<file path="src/sv/hfpp_pkg.sv">
// hfpp_pkg: shared constants, codes and the arctan table for the pose predictor
// used by hfpp_div125, hfpp_cordic and heading_fusion_pose_predictor_core
`timescale 1ns / 1ps
package hfpp_pkg;

    // item kinds
    localparam logic [1:0] KIND_UPDATE = 2'd0;
    localparam logic [1:0] KIND_QUERY  = 2'd1;
    localparam logic [1:0] KIND_RESET  = 2'd2;

    // configuration register indexes
    localparam int         CFG_IDX_W      = 2;
    localparam logic [1:0] REG_STALENESS  = 2'd0;
    localparam logic [1:0] REG_HDG_WEIGHT = 2'd1;
    localparam logic [1:0] REG_RATE_WEIGHT = 2'd2;

    // rotation unit sizing
    localparam int CORDIC_STEPS = 16;
    localparam int CORDIC_ITERS = (CORDIC_STEPS < 30) ? CORDIC_STEPS : 30;
    localparam int CORD_CNT_W   = (CORDIC_ITERS > 1) ? $clog2(CORDIC_ITERS) : 1;
    localparam int VEC_W        = 52;
    localparam int ANG_W        = 36;

    // digit-serial divide by 125
    localparam int DIV_NUM_W  = 68;
    localparam int DIV_DIGITS = DIV_NUM_W / 4;
    localparam int DIV_CNT_W  = $clog2(DIV_DIGITS);

    // fixed-point constants
    localparam logic signed [32:0] K_Q30       = 33'sd652032874;
    localparam logic signed [33:0] PI_Q28      = 34'sd843314857;
    localparam logic signed [33:0] TWO_PI_Q28  = 34'sd1686629713;
    localparam logic signed [33:0] HALF_PI_Q28 = 34'sd421657428;
    localparam logic [6:0]         DIVISOR     = 7'd125;

    // arctan(2^-i) in Q2.30
    function automatic logic signed [ANG_W-1:0] atan_q30(input logic [4:0] idx);
        logic signed [ANG_W-1:0] v;
        case (idx)
            5'd0:  v = 36'sd843314856;
            5'd1:  v = 36'sd497837829;
            5'd2:  v = 36'sd263043836;
            5'd3:  v = 36'sd133525158;
            5'd4:  v = 36'sd67021686;
            5'd5:  v = 36'sd33543515;
            5'd6:  v = 36'sd16775850;
            5'd7:  v = 36'sd8388437;
            5'd8:  v = 36'sd4194282;
            5'd9:  v = 36'sd2097149;
            5'd10: v = 36'sd1048575;
            5'd11: v = 36'sd524287;
            5'd12: v = 36'sd262143;
            5'd13: v = 36'sd131071;
            5'd14: v = 36'sd65535;
            5'd15: v = 36'sd32767;
            5'd16: v = 36'sd16383;
            5'd17: v = 36'sd8191;
            5'd18: v = 36'sd4095;
            5'd19: v = 36'sd2047;
            5'd20: v = 36'sd1023;
            5'd21: v = 36'sd511;
            5'd22: v = 36'sd255;
            5'd23: v = 36'sd127;
            5'd24: v = 36'sd63;
            5'd25: v = 36'sd31;
            5'd26: v = 36'sd15;
            5'd27: v = 36'sd8;
            5'd28: v = 36'sd4;
            5'd29: v = 36'sd2;
            default: v = '0;
        endcase
        return v;
    endfunction

endpackage

</file>
<file path="src/sv/hfpp_div125.sv">
// hfpp_div125: iterative divide by 125, four quotient bits per cycle
// keeps the low 32 quotient bits; depends on hfpp_pkg
`timescale 1ns / 1ps
module hfpp_div125
    import hfpp_pkg::*;
(
    input  logic                 i_clk,
    input  logic                 i_rst_n,
    input  logic                 i_start,
    input  logic [DIV_NUM_W-1:0] i_num,
    output logic                 o_busy,
    output logic [31:0]          o_quot
);

    logic [DIV_NUM_W-1:0] r_num, n_num;
    logic [6:0]           r_rem, n_rem;
    logic [31:0]          r_quot, n_quot;
    logic [DIV_CNT_W-1:0] r_cnt;
    logic                 r_busy;

    // one radix-16 digit: four restoring steps on a 7-bit remainder
    always_comb begin
        logic [7:0] t;
        n_rem  = r_rem;
        n_quot = r_quot;
        for (int k = 0; k < 4; k++) begin
            t = {n_rem, r_num[DIV_NUM_W-1-k]};
            if (t >= {1'b0, DIVISOR}) begin
                t = t - {1'b0, DIVISOR};
                n_quot = {n_quot[30:0], 1'b1};
            end else begin
                n_quot = {n_quot[30:0], 1'b0};
            end
            n_rem = t[6:0];
        end
        n_num = {r_num[DIV_NUM_W-5:0], 4'b0};
    end

    // sequencing
    always_ff @(posedge i_clk) begin
        if (!i_rst_n) begin
            r_busy <= 1'b0;
            r_cnt  <= '0;
        end else if (i_start) begin
            r_busy <= 1'b1;
            r_cnt  <= '0;
        end else if (r_busy) begin
            r_cnt <= r_cnt + 1'b1;
            if (r_cnt == DIV_CNT_W'(DIV_DIGITS - 1)) begin
                r_busy <= 1'b0;
            end
        end
    end

    // datapath
    always_ff @(posedge i_clk) begin
        if (i_start) begin
            r_num  <= i_num;
            r_rem  <= '0;
            r_quot <= '0;
        end else if (r_busy) begin
            r_num  <= n_num;
            r_rem  <= n_rem;
            r_quot <= n_quot;
        end
    end

    assign o_busy = r_busy;
    assign o_quot = r_quot;

endmodule

</file>
<file path="config.mk">
export PLATFORM = sky130hd
export DESIGN_NAME = hfpp_div125
export DESIGN_NICKNAME = d
export VERILOG_FILES = /design/src/sv/hfpp_pkg.sv /design/src/sv/hfpp_div125.sv
export SDC_FILE = /design/constraint.sdc
export NUM_CORES = 1
export LEC_CHECK = 0
export BUFFER_PORTS_ARGS = -buffer_cell sky130_fd_sc_hd__buf_2
export CAP_MARGIN = 20
export CORE_ASPECT_RATIO = 0.6
export CORE_MARGIN = 2
export CORE_UTILIZATION = 61
export CTS_CLUSTER_DIAMETER = 40
export DETAILED_ROUTE_END_ITERATION = 7
export PLACE_DENSITY = 0.95
export SLEW_MARGIN = 20
export SYNTH_ARGS = -nofsm -noshare
export SYNTH_HDL_FRONTEND = slang
export SYNTH_SLANG_ARGS = --single-unit
</file>
<file path="constraint.sdc">
create_clock -name i_clk -period 10.5 [get_ports i_clk]
set_input_delay 2.1 -clock i_clk [delete_from_list [all_inputs] [get_ports i_clk]]
set_output_delay 2.1 -clock i_clk [all_outputs]
set_load 0.02 [all_outputs]
</file>
After elaboration in Yosys (flattened, before gate mapping) --
Index checks and enable logic that the tools add are counted. W data, S select, Z words.
Word-level totals: register bits 113, bits in latches 0, RAM bits 0, memory bits (read-only) 0, input port bits 71, output and inout bits 33, logic and storage cells 31, memories kept 0
Cells by class: $add $sub $neg 5, multiply operators 0, div/mod/pow operators 0, $lt $le $gt $ge 4, eq/ne operators 1, shifts and indexed selects 0, muxes and demuxes 13, bitwise gates (word level) 1, reductions and logical operators 2
Operators with widths (number):
- $mux W68 | 2
- $ge A8 B7 Y1 const B | 4
- $mux W7 | 4
- $sub A7 B7 Y7 const B | 4
- $mux W1 | 7
- $add A5 B1 Y5 const B | 1
- $eq A5 B5 Y1 const B | 1
- $reduce_bool A2 Y1 | 1
- $reduce_or A2 Y1 | 1
- $not A1 Y1 | 1

Longest topological paths before layout --
depth after elaboration 8, mapped depth 22, gate-level depth less buffers 19

Worst setup path before layout --
No wires, ideal clock.
kind flip-flop to flip-flop, start point reg r_num[67], end point reg r_rem[6], library setup time 0.091 ns, arrival 4.537 ns, data required time 10.409 ns, path slack 5.872 ns, stages on the path, launching flop included 21, buffers on the path 2, clock period less this slack 4.628 ns, cells stage by stage edfxtp_1 buf_2 inv_1 ha_1 and2b_2 o41ai_2 nor3_2 a41oi_2 xnor2_1 inv_1 ha_1 clkbuf_4 and2b_2 nor2_1 and4_2 o211a_1 o2111ai_1 a2111o_1 o311a_2 or4_1 a311oi_1
On the way: cells in the longest elaborated chain, start to end 8, elaborated cells on any way between the ends 12, classes of those cells 4 x add/sub; 4 x order compare; 4 x mux
Ends and longest elaborated chain:
- start: declaration | line hfpp_div125.sv:15 | logic [DIV_NUM_W-1:0] r_num, n_num;
- start signal: assignment | line hfpp_div125.sv:58 | r_num <= i_num;
- start signal: assignment | line hfpp_div125.sv:62 | r_num <= n_num;
- $sub A7 B7 Y7 / $ge A8 B7 Y1 (equally long branches) | line hfpp_div125.sv:29, hfpp_div125.sv:28
- $mux W7 (*) | line hfpp_div125.sv:28 | if (t >= {1'b0, DIVISOR}) begin
- $sub A7 B7 Y7 / $ge A8 B7 Y1 (equally long branches) | line hfpp_div125.sv:29, hfpp_div125.sv:28
- $mux W7 (*) | line hfpp_div125.sv:28
- $sub A7 B7 Y7 / $ge A8 B7 Y1 (equally long branches) | line hfpp_div125.sv:29, hfpp_div125.sv:28
- $mux W7 (*) | line hfpp_div125.sv:28
- $sub A7 B7 Y7 / $ge A8 B7 Y1 (equally long branches) | line hfpp_div125.sv:29, hfpp_div125.sv:28
- $mux W7 (*) | line hfpp_div125.sv:28
- end signal: assignment | line hfpp_div125.sv:63 | r_rem <= n_rem;
- end: declaration | line hfpp_div125.sv:16 | logic [6:0] r_rem, n_rem;
Mark *: on every way between the ends. The rest lies on a longest branch, timed or not. A chain may end at the register's enable or synchronous reset.

Final worst setup path --
Same ends and word-level chain as after synthesis.

==> impl_results.md <==
- Post-CTS sizing: 0
- Crit path time final: 5.50 ns
- Post-synthesis sequential area ratio: 49.5%
- Area contributors post-synth: edfxtp_1, dfxtp_1, mux2_2
- Diode count: 0
- CP Capture Point: r_rem[6]
- Die H: 80.4 microns
- Syn avg cell area: 12.0 sq um
- Total wire length: 13,400 microns
- Post-CTS Setup Inserts: 0
- CP Launch Type: flip-flop
- Share of post-route cells with drive strength above 1: 41.7%
- Post-Syn Area: 0.00594 sq mm
- DR WL/cell: 18.8 microns
- Worst R2R Setup Slack: 5.00 ns
- Via density: 5.88
- Worst Path Max Fanout: 11
- Syn Inst Count: 497
- Hold Vio Cnt, Final: 0
- CP max stage delay: 0.67 ns
- Worst min path class: reg -> reg
- DR pass1 iterations: 5
- Cell family with the largest share of critical-path delay: compound AO/OA/AOI/OAI gates
- Pins Over Slew Limit: 0
- Crit path buffers/inverters: 2
- Setup WS post-layout: 5.00 ns
- Synthesized flop and latch total: 113
- Status: complete, no violations
- GP Congestion: 0.909
- Max Freq: 182 MHz
- First-pass GRT wire length: 21,000 microns
- Residual DRC: 0
- Routed Antenna Nets: 0
- Die width: 131 microns
- Vias in the first global route: 4,083
- Setup violators final: 0
- Hold Buf Count CTS: 0
- P per Cell Area: 196 mW/mm^2
- Critical R2R Launch: r_num[67]
- Reg2Reg Capture Point: r_rem[6]
- Crit path from: r_num[67]
- Maximum number of pins on one net before global-route repair: 59
- Post-layout instance area: 0.00691 sq mm
- Via count: 4,196
- Fin nets: 647
- Post-synth EDFFs: 68
- Starting density of the core: 63.7%
- Maximum vdd drop: 165 uV
- Asr flop ratio synth: 0%
- Worst path slowest cell: o21ai_1
- Final setup skew: 0.00606 ns
- Fillers: 618
- WP data arrival: 5.81 ns
- Clock buffer depth: 2
- Setup CP Type: reg -> reg
- Warnings from Yosys: 0
- Grt total ovfl: 0
- Max-slew headroom: 44.9%
- Syn_nets: 574
- Area delta synth->final: 16.3%
- Top FF cell, synth: edfxtp_1
- Critical Path RT: 10.81 ns
- Max Cap Violations: 0
- Yosys cell types: 81
- Clock root buffer: clkbuf_16
- Setup TNS: 0 ns
- Post-DP HPWL: 8890 microns
- Die area: 0.0106 sq mm
- Htree depth: 4
- CTS sink cnt: 113
- RSZ-0062 raised after global routing: no
- Total GRT Usage: 26.3%
- Rows: 27
- CTS buffer count: 17
- Largest area contributor in the netlist: edfxtp_1
- PnR Total Power: 1350 uW
- TritonCTS clock tree: built
- Core area: 0.00932 sq mm
- Dpl cell area: 0.00627 sq mm
- Worst-path clk slew: 0.06 ns
- Skew-Pair Late Insertion Delay: 0.41 ns
- Worst-Margin Slew: 0.821 ns
- Port Buffers: 103
- IO Pins: 104
- Synth top area share: 34.4%
- Critical path endpoint category: flip-flop
- Crit. path cell count: 18
- DR iter-0 viols: 367
- Setup WS pre-CTS: 5.10 ns
- Leak: 0.00281 uW
- Reg2reg path depth: 18
- Cells along the critical path: inv_1 > ha_1 > and2b_2 > o41ai_4 > o21ai_1 > a41oi_2 > xnor2_1 > inv_1 > ha_1 > and2b_2 > nor2_1 > and4_2 > o211a_1 > o2111ai_1 > a2111o_1 > o311a_2 > or4_1 > a311oi_1
- Period utilisation layout: 52.3%
- Antenna violations before repair: 0
[through the flow]
stage          hold WS [ns]  util (%)  cells
3_3_place_gp          0.468      67.3    681
6_report              0.492      74.1    713
3_5_place_dp          0.478      67.3    681
4_1_cts               0.504      74.1    713
5_1_grt               0.533      74.1    713
2_1_floorplan         0.474         -    497
[tightest hold or removal path, stage by stage, from the launching register on]
cell and delay [ns]:
dfxtp_1 0.32, mux2i_1 0.06, nor2_1 0.07
[worst min path at each step]
stage	from	end	slack, ns	depth (start not counted)
2_1_floorplan	o_quot[1]	o_quot[1]	0.47	2
3_3_place_gp	o_quot[29]	o_quot[29]	0.47	2
3_5_place_dp	o_quot[29]	o_quot[29]	0.48	2
4_1_cts	o_quot[28]	o_quot[28]	0.50	2
5_1_grt	o_quot[3]	o_quot[3]	0.53	2
6_report	o_quot[28]	o_quot[28]	0.49	2
[cell families after synthesis]
group	after synthesis	share of synthesized area (%)
AND/OR/NAND/NOR	127	11.3
flip-flops	113	49.5
multiplexers	96	17.6
AO/OA/AOI/OAI	85	12.1
buffers and inverters	62	6.91
XOR/XNOR	8	1.31
adder cells (fa/ha/maj)	6	1.26
[flip-flops by register name, indices dropped and copies added (netlist names)]
register and cells:
r_num 68, o_quot 32, r_rem 7, r_cnt 5
o_busy 1
[Yosys cell counts, types with 7 or more instances]
library cell and n:
edfxtp_1 68, mux2_2 65, nor2_1 51, dfxtp_1 45, mux2i_1 30, buf_4 29
nand2_1 19, o21ai_0 17, inv_1 10, clkbuf_1 9, nand4_1 9, a211oi_1 7
[power breakdown]
group	switching [uW]	internal, uW	leakage, uW
clock	206	396	0.000315
combinational	129	86.9	0.00144
sequential	22.5	512	0.00105
total	358	995	0.00281
[layout make-up]
| class | count | area, sq um | area share [%] |
|---|---|---|---|
| clock inverters | 8 | 83.8 | 1.21 |
| repair buffers | 106 | 541 | 7.82 |
| multi-input cells | 322 | 2590 | 37.4 |
| flip-flops and latches | 113 | 2940 | 42.6 |
| clock buffers | 24 | 554 | 8.02 |
| well taps | 130 | 163 | 2.35 |
| inverters | 10 | 37.5 | 0.543 |
[metal layers]
metal,global-route usage (%),share of wire [%],up-vias
met1,33.7,45,2040
met4,8.37,1.0,0
met2,42.4,45,162
li1,-,-,1979
met5,0,0,-
met3,9.09,8.4,15
[cells in the final DEF, fill, tap and decap left out, types with 3 or more instances in the layout]
cell type,instances
o21a_1,4
nor2_1,51
xor2_1,4
a211oi_1,7
a311oi_1,3
buf_2,102
xnor2_1,3
nor2b_1,3
dfxtp_1,44
mux2_2,65
a31oi_1,5
o311ai_0,3
nand3_1,4
nand4_1,9
edfxtp_1,68
a311oi_2,3
and2_1,5
clkbuf_16,21
buf_4,4
a21oi_1,6
a21o_1,3
and2b_2,3
inv_1,10
o21ai_0,17
nand2_1,19
mux2i_1,30
ha_1,6
o211a_1,4
Note: power is estimated with default switching activity, not from simulation.
