## src/sv/hfpp_pkg.sv

```systemverilog
// hfpp_pkg: shared constants, codes and the arctan table for the pose predictor
// used by hfpp_div125, hfpp_cordic and heading_fusion_pose_predictor_core
`timescale 1ns / 1ps
package hfpp_pkg;

    // item kinds
    localparam logic [1:0] KIND_UPDATE = 2'd0;
    localparam logic [1:0] KIND_QUERY  = 2'd1;
    localparam logic [1:0] KIND_RESET  = 2'd2;

    // configuration register indexes
    localparam int         CFG_IDX_W      = 2;
    localparam logic [1:0] REG_STALENESS  = 2'd0;
    localparam logic [1:0] REG_HDG_WEIGHT = 2'd1;
    localparam logic [1:0] REG_RATE_WEIGHT = 2'd2;

    // rotation unit sizing
    localparam int CORDIC_STEPS = 16;
    localparam int CORDIC_ITERS = (CORDIC_STEPS < 30) ? CORDIC_STEPS : 30;
    localparam int CORD_CNT_W   = (CORDIC_ITERS > 1) ? $clog2(CORDIC_ITERS) : 1;
    localparam int VEC_W        = 52;
    localparam int ANG_W        = 36;

    // digit-serial divide by 125
    localparam int DIV_NUM_W  = 68;
    localparam int DIV_DIGITS = DIV_NUM_W / 4;
    localparam int DIV_CNT_W  = $clog2(DIV_DIGITS);

    // fixed-point constants
    localparam logic signed [32:0] K_Q30       = 33'sd652032874;
    localparam logic signed [33:0] PI_Q28      = 34'sd843314857;
    localparam logic signed [33:0] TWO_PI_Q28  = 34'sd1686629713;
    localparam logic signed [33:0] HALF_PI_Q28 = 34'sd421657428;
    localparam logic [6:0]         DIVISOR     = 7'd125;

    // arctan(2^-i) in Q2.30
    function automatic logic signed [ANG_W-1:0] atan_q30(input logic [4:0] idx);
        logic signed [ANG_W-1:0] v;
        case (idx)
            5'd0:  v = 36'sd843314856;
            5'd1:  v = 36'sd497837829;
            5'd2:  v = 36'sd263043836;
            5'd3:  v = 36'sd133525158;
            5'd4:  v = 36'sd67021686;
            5'd5:  v = 36'sd33543515;
            5'd6:  v = 36'sd16775850;
            5'd7:  v = 36'sd8388437;
            5'd8:  v = 36'sd4194282;
            5'd9:  v = 36'sd2097149;
            5'd10: v = 36'sd1048575;
            5'd11: v = 36'sd524287;
            5'd12: v = 36'sd262143;
            5'd13: v = 36'sd131071;
            5'd14: v = 36'sd65535;
            5'd15: v = 36'sd32767;
            5'd16: v = 36'sd16383;
            5'd17: v = 36'sd8191;
            5'd18: v = 36'sd4095;
            5'd19: v = 36'sd2047;
            5'd20: v = 36'sd1023;
            5'd21: v = 36'sd511;
            5'd22: v = 36'sd255;
            5'd23: v = 36'sd127;
            5'd24: v = 36'sd63;
            5'd25: v = 36'sd31;
            5'd26: v = 36'sd15;
            5'd27: v = 36'sd8;
            5'd28: v = 36'sd4;
            5'd29: v = 36'sd2;
            default: v = '0;
        endcase
        return v;
    endfunction

endpackage

```

## src/sv/hfpp_cordic.sv

```systemverilog
// hfpp_cordic: rotation-mode cordic, one micro-rotation per cycle
// depends on hfpp_pkg for sizes and the arctan table
`timescale 1ns / 1ps
module hfpp_cordic
    import hfpp_pkg::*;
(
    input  logic                    i_clk,
    input  logic                    i_rst_n,
    input  logic                    i_start,
    input  logic signed [VEC_W-1:0] i_x,
    input  logic signed [VEC_W-1:0] i_y,
    input  logic signed [ANG_W-1:0] i_z,
    output logic                    o_busy,
    output logic signed [VEC_W-1:0] o_x,
    output logic signed [VEC_W-1:0] o_y
);

    logic signed [VEC_W-1:0] r_x, r_y, w_xs, w_ys;
    logic signed [ANG_W-1:0] r_z, w_atan;
    logic [CORD_CNT_W-1:0]   r_i;
    logic                    r_busy;

    assign w_xs   = r_x >>> r_i;
    assign w_ys   = r_y >>> r_i;
    assign w_atan = atan_q30(5'(r_i));

    // step counter
    always_ff @(posedge i_clk) begin
        if (!i_rst_n) begin
            r_busy <= 1'b0;
            r_i    <= '0;
        end else if (i_start) begin
            r_busy <= 1'b1;
            r_i    <= '0;
        end else if (r_busy) begin
            r_i <= r_i + 1'b1;
            if (r_i == CORD_CNT_W'(CORDIC_ITERS - 1)) begin
                r_busy <= 1'b0;
            end
        end
    end

    // micro-rotation toward zero angle
    always_ff @(posedge i_clk) begin
        if (i_start) begin
            r_x <= i_x;
            r_y <= i_y;
            r_z <= i_z;
        end else if (r_busy) begin
            if (r_z >= 0) begin
                r_x <= r_x - w_ys;
                r_y <= r_y + w_xs;
                r_z <= r_z - w_atan;
            end else begin
                r_x <= r_x + w_ys;
                r_y <= r_y - w_xs;
                r_z <= r_z + w_atan;
            end
        end
    end

    assign o_busy = r_busy;
    assign o_x    = r_x;
    assign o_y    = r_y;

endmodule

```

## config.mk

```make
export PLATFORM = sky130hd
export DESIGN_NAME = hfpp_cordic
export DESIGN_NICKNAME = d
export VERILOG_FILES = /design/src/sv/hfpp_pkg.sv /design/src/sv/hfpp_cordic.sv
export SDC_FILE = /design/constraint.sdc
export NUM_CORES = 1
export LEC_CHECK = 0
export BUFFER_PORTS_ARGS = -buffer_cell sky130_fd_sc_hd__buf_2
export CAP_MARGIN = 20
export CORE_MARGIN = 10
export CORE_UTILIZATION = 58
export DETAILED_ROUTE_END_ITERATION = 10
export PLACE_DENSITY = 0.86
export SETUP_SLACK_MARGIN = 0.2
export SYNTH_ARGS = -nofsm -noshare
export SYNTH_HDL_FRONTEND = slang
export SYNTH_SLANG_ARGS = --single-unit
export TNS_END_PERCENT = 30
```

## constraint.sdc

```tcl
create_clock -name i_clk -period 16.76 [get_ports i_clk]
set_input_delay 0.838 -clock i_clk [delete_from_list [all_inputs] [get_ports i_clk]]
set_output_delay 0.838 -clock i_clk [all_outputs]
set_load 0.05 [all_outputs]
```

; ---- Yosys cells after proc, flatten, opt, wreduce, memory -nomap -nowiden
; Memory sizes are Yosys's and may differ from the RTL's. A register that Yosys moved wholly into a read port is not among the register bits.
; Cells that the tools add are included.
[totals]
latch_bits = 0
mem_count = 1
output_inout_bits = 105
input_bits = 143
mem_bits_ro = 480
regBits = 145
ramBits = 0
[mem_list]
columns = memory, depth, width, read_ports, rd_clocked_by_memory_dff, write_ports, line
row1 = (name not given), 16, 30, 1, 1, 0, hfpp_pkg.sv:39  ; case (idx)
[classes]
reduce_logical = 2
n_bitwise = 1
n_eq_ne = 1
n_mux = 14
n_mul = 0
shift = 2
n_lt_le_gt_ge = 1
add_sub_neg = 7
div = 0
[op_table]
columns = operator, n
row1 = $mux W52, 6
row2 = $mux W36, 3
row3 = $add A52 B52 Y52, 2
row4 = $sshr A52 B4 Y52, 2
row5 = $sub A52 B52 Y52, 2
row6 = $add A36 B36 Y36, 1
row7 = $ge A36 B1 Y1 const B, 1
row8 = $sub A36 B36 Y36, 1
row9 = $mux W4, 2
row10 = $add A4 B1 Y4 const B, 1
row11 = $eq A4 B4 Y1 const B, 1
row12 = $mux W1, 3
row13 = $reduce_bool A2 Y1, 1
row14 = $reduce_or A2 Y1, 1
row15 = $not A1 Y1, 1

; ---- Depth between registers and ports, before layout
[depth]
word_depth = 5
depth_mapped = 34
mapped_depth_nobuf = 26

; ---- Least setup slack after synthesis
; Ideal clock, no wire load.
[synth_path]
kind = register to register
from = register r_i[3]
to = register r_x[50], in the netlist o_x[50] (data pin)
setup_slack_ns = 9.734
setup_ns = 0.269
required_ns = 16.491
path_buffers = 9
t_arrival_ns = 6.757
stages_incl_launch_ff = 30
cell_sequence = dfxtp_1 clkbuf_1 inv_2 buf_4 buf_2 buf_1 clkbuf_1 buf_4 clkbuf_1 buf_1 clkbuf_1 nand2_1 nand2_1 ha_1 o21a_1 nand2_1 or3_1 or3_1 o21ai_0 xnor2_1 ha_1 and3_1 nand4_1 or2_2 o311a_1 o41ai_1 a31oi_1 o21ai_0 xnor2_1 o21ai_0
[synth_via]
elab_chain_cells = 5
elab_cells_between_ends = 6
[synth_rtl]
columns = item, line
row1 = from (decl), hfpp_cordic.sv:20  ; logic [CORD_CNT_W-1:0] r_i;
row2 = from (signal assigned), hfpp_cordic.sv:36  ; r_i <= r_i + 1'b1;
row3 = $sshr A52 B4 Y52 (*), hfpp_cordic.sv:24  ; assign w_ys = r_y >>> r_i;
row4 = $add A52 B52 Y52 / $sub A52 B52 Y52 (equally long branches), "hfpp_cordic.sv:55, hfpp_cordic.sv:51"
row5 = $mux W52 (*), hfpp_cordic.sv:50  ; if (r_z >= 0) begin
row6 = $mux W52 (*), hfpp_cordic.sv:49  ; end else if (r_busy) begin
row7 = $mux W52 (*), hfpp_cordic.sv:45  ; if (i_start) begin
row8 = to (signal assigned), hfpp_cordic.sv:46  ; r_x <= i_x;
row9 = to (signal assigned), hfpp_cordic.sv:51  ; r_x <= r_x - w_ys;
row10 = to (signal assigned), hfpp_cordic.sv:55  ; r_x <= r_x + w_ys;
row11 = to (decl), hfpp_cordic.sv:18  ; logic signed [VEC_W-1:0] r_x, r_y, w_xs, w_ys;
; Mark *: on every way between the ends. The rest lies on a longest branch, timed or not. The select of a mux whose other input is x is not followed.
; A chain may end at the register's enable or synchronous reset.

; ---- Final worst setup path
[layout_path]
from = register r_i[2]
to = register r_x[50], in the netlist o_x[50] (data pin)
; Same word-level chain as after synthesis.

==> flow_summary_export.csv <==
group,metric,value,unit
status,status,"complete, no violations",
routing,antenna_left,0,
global_route,use_met2,51.5,%
placement,dp.cells,3271,
timing,max_slew_margin,32.1,%
cells_and_area,instances_no_fill,3305,
routing,viasPerCell,6.46,
cts,cts_tree,"yes",
setup_path,reg2reg_slack,8.88,ns
timing,worst-slew-pin-transition,0.992,ns
logic_synthesis,synth.top_cell.area_share,18.7,%
timing,final_max_slew_viol_count,0,
setup_path,critPathMaxFanout,66,
cts,cts_buffers,17,
logic_synthesis,synth_cell_types,96,
logic_synthesis,synth_edf_count,140,
floorplanning,rows,72,
placement,numPortBuffers,247,
timing,setup_viol,0,
setup_path,rr_endpoint,"o_x[50]",
cts,htree_levels,4,
cells_and_area,drive_above_1_share,17.6,%
logic_synthesis,syn_area,22500,µm²
global_route,grt_util_met3,5.53,%
logic_synthesis,ys_seq_elements,174,
cells_and_area,nNetsFinal,3070,
global_route,grt_pass1_wl,112000,µm
setup_path,cp.arrival,8.09,ns
cts,hold_buffers,0,
cells_and_area,final.fill_count,3329,
timing,period_share,47.0,%
cts,cts_root_buf,"clkbuf_16",
logic_synthesis,synth.most_common_cell,"nand2_1",
hold_path,min-delay-start,"i_rst_n",
routing,drc,0,
timing,fin_setup_tns,0,ns
logic_synthesis,yosysSeqAreaShare,21.7,%
hold_path,hold_end,"o_busy",
timing,finalClockSkew,0.00973,ns
cts,cts_buffer_depth,2,
logic_synthesis,synthCells,2625,
hold_path,min_delay_path_depth,2,
cts,post_cts_buffers,0,
timing,finalHoldViolCount,0,
cts,ctsResizeCount,0,
routing,vias,21300,
global_route,grt_max_degree,120,
logic_synthesis,yosys-top-cells-count,"399 x nand2_1, 276 x o21ai_0, 184 x a21oi_1, 152 x ha_1, 140 x edfxtp_1",
global_route,overflow,0,
floorplanning,io_pins,248,
routing,first_iter_violations,2191,
setup_path,ff2ff_path_depth,22,
logic_synthesis,ys_warn_count,0,
setup_path,regToRegStartpoint,"r_i[2]",
setup_path,endpoint_kind,"register",
routing,finalWirelength,71400,µm
logic_synthesis,synth_fp_nets,2923,
global_route,grt_pass1_vias,20800,
setup_path,cp-start-kind,"register",
timing,rsz0062_at_grt,"false",
logic_synthesis,async_flop_share,0,%
routing,wl_per_cell,21.6,µm
logic_synthesis,syn_avg_cell_area,8.56,µm²
routing,firstDrtPassIters,8,
floorplanning,fp.dieW,217,µm
placement,hpwl,55500,µm
setup_path,critPathKind,"reg2reg",
timing,hold_slack,0.635,ns
flow_run,maxCapViolCount,0,
cts,cts.sinks,174,
global_route,grt_util_all_layers,29.3,%
global_route,gr-usage-met1,33.5,%
hold_path,hold_path.class,"in2reg",
global_route,antenna_found_initial,1,
cells_and_area,syn_to_final_growth,8.69,%
cells_and_area,final_util,63.5,%
timing,fmax,127,MHz
setup_path,crit_required,16.97,ns
placement,place_congestion,0.955,
floorplanning,die_area,47000,µm²
floorplanning,die_y,217,µm
global_route,gr-max-usage-layer,"met2",
logic_synthesis,synth_flop_cell,"edfxtp_1",
floorplanning,fp.coreArea,38500,µm²
cts,clk_latency,0.48,ns
logic_synthesis,yosysTopAreaCell,"edfxtp_1",
floorplanning,start_util,58.4,%
timing,finalCriticalPeriod,7.88,ns
logic_synthesis,synthTopCellsByArea,"edfxtp_1 19%, mux4_2 9.9%, ha_1 8.5%",
cts,path_clk_slew,0.07,ns
## layout make-up
class                           count  area [µm²]  share of cell area, %
Clock inverter                      7        47.5                  0.195
Inverter                           49         185                  0.758
Antenna cell                        2        5.00                 0.0205
Timing Repair Buffer              261        1350                   5.52
Clock buffer                       25         528                   2.16
Tap cell                          518         648                   2.65
Sequential cell                   174        4900                   20.1
Multi-Input combinational cell   2269       16800                   68.6
## state kept, by name, summed over array words and instances, names as in the netlist
name    flops
r_z        36
w_atan     29
o_x        52
o_y        52
r_i         4
o_busy      1
## critical path, cell delays in order (launching register included)
cell and delay [ns]:
dfxtp_4 0.80, buf_4 0.74, inv_1 0.56, nand3_1 0.22, o211ai_1 0.21, o21ai_0 0.41, ha_1 0.25, o21a_1 0.14
nand2_1 0.15, or3_1 0.38, or3_1 0.36, o21ai_0 0.23, xnor2_1 0.10, ha_1 0.38, and3_1 0.21, nand4_1 0.12
or2_2 0.33, o311a_1 0.32, o41ai_1 0.79, a31oi_1 0.28, o21ai_0 0.30, xnor2_1 0.16, o21ai_0 0.09
## worst max-delay path by stage
stage	start	to	slack, ns
after floorplan	r_i[3]	o_x[50]	9.73
after global placement	r_i[0]	o_y[50]	9.41
after detailed placement	r_i[2]	o_x[50]	9.11
after CTS	r_i[2]	o_x[50]	9.08
after global routing	r_i[2]	o_x[50]	8.37
final	r_i[2]	o_x[50]	8.88
## layout by cell type, fill, tap and decap left out, types with 9 or more instances in the layout
cell type  instances
xnor2_1          118
o21bai_1          15
nand2_1          399
buf_2            246
nor2_1           132
nand3_1           44
mux2_2            53
o21a_1            19
and4_1            11
and3_1            18
a21o_1            85
a21boi_0          12
or3_1             20
ha_1             152
nand4_1           21
dfxtp_1           30
nand2b_1          33
a21oi_1          184
o21ai_0          276
o211ai_1          10
mux2i_1           91
inv_1             43
clkbuf_16         19
xor2_1           133
nor2b_1           22
a211oi_1          21
nor3_1            41
or2_2             15
edfxtp_1         140
o21ai_1           11
o31ai_1           33
and2_1            26
a31oi_1           29
a31o_2             9
buf_4             14
mux4_2            99
## cell families (layout without fill, tap and decap cells)
group	Yosys count	count (layout)	synth area share [%]
adders and majority gates	155	155	8.73
buffers and inverters	182	342	3.68
and+or+nand+nor	831	831	17.4
xor gates and xnor gates	251	251	9.78
AOI/OAI and AO/OA	782	782	21.3
DFF	174	174	21.7
muxes	250	250	17.4
other	0	2	0
## through the flow
step	setup slack, ns	instance area (µm²)
3_3_place_gp	9.41	23900
2_1_floorplan	9.73	22500
3_5_place_dp	9.11	23900
4_1_cts	9.08	24400
5_1_grt	8.37	24400
6_report	8.88	24400
## routing by layer
layer / part of all wire, % / routed length (µm) / vias up
met5: 0 / 0 / -
met4: 5.2 / 3750 / 0
met3: 6.8 / 4840 / 208
met2: 50 / 35600 / 904
met1: 38 / 27200 / 10100
li1: - / - / 10100
Power is left out: the tool's default activity adds up to more than one toggle a clock period on the data nets, which glitch-free logic cannot reach.
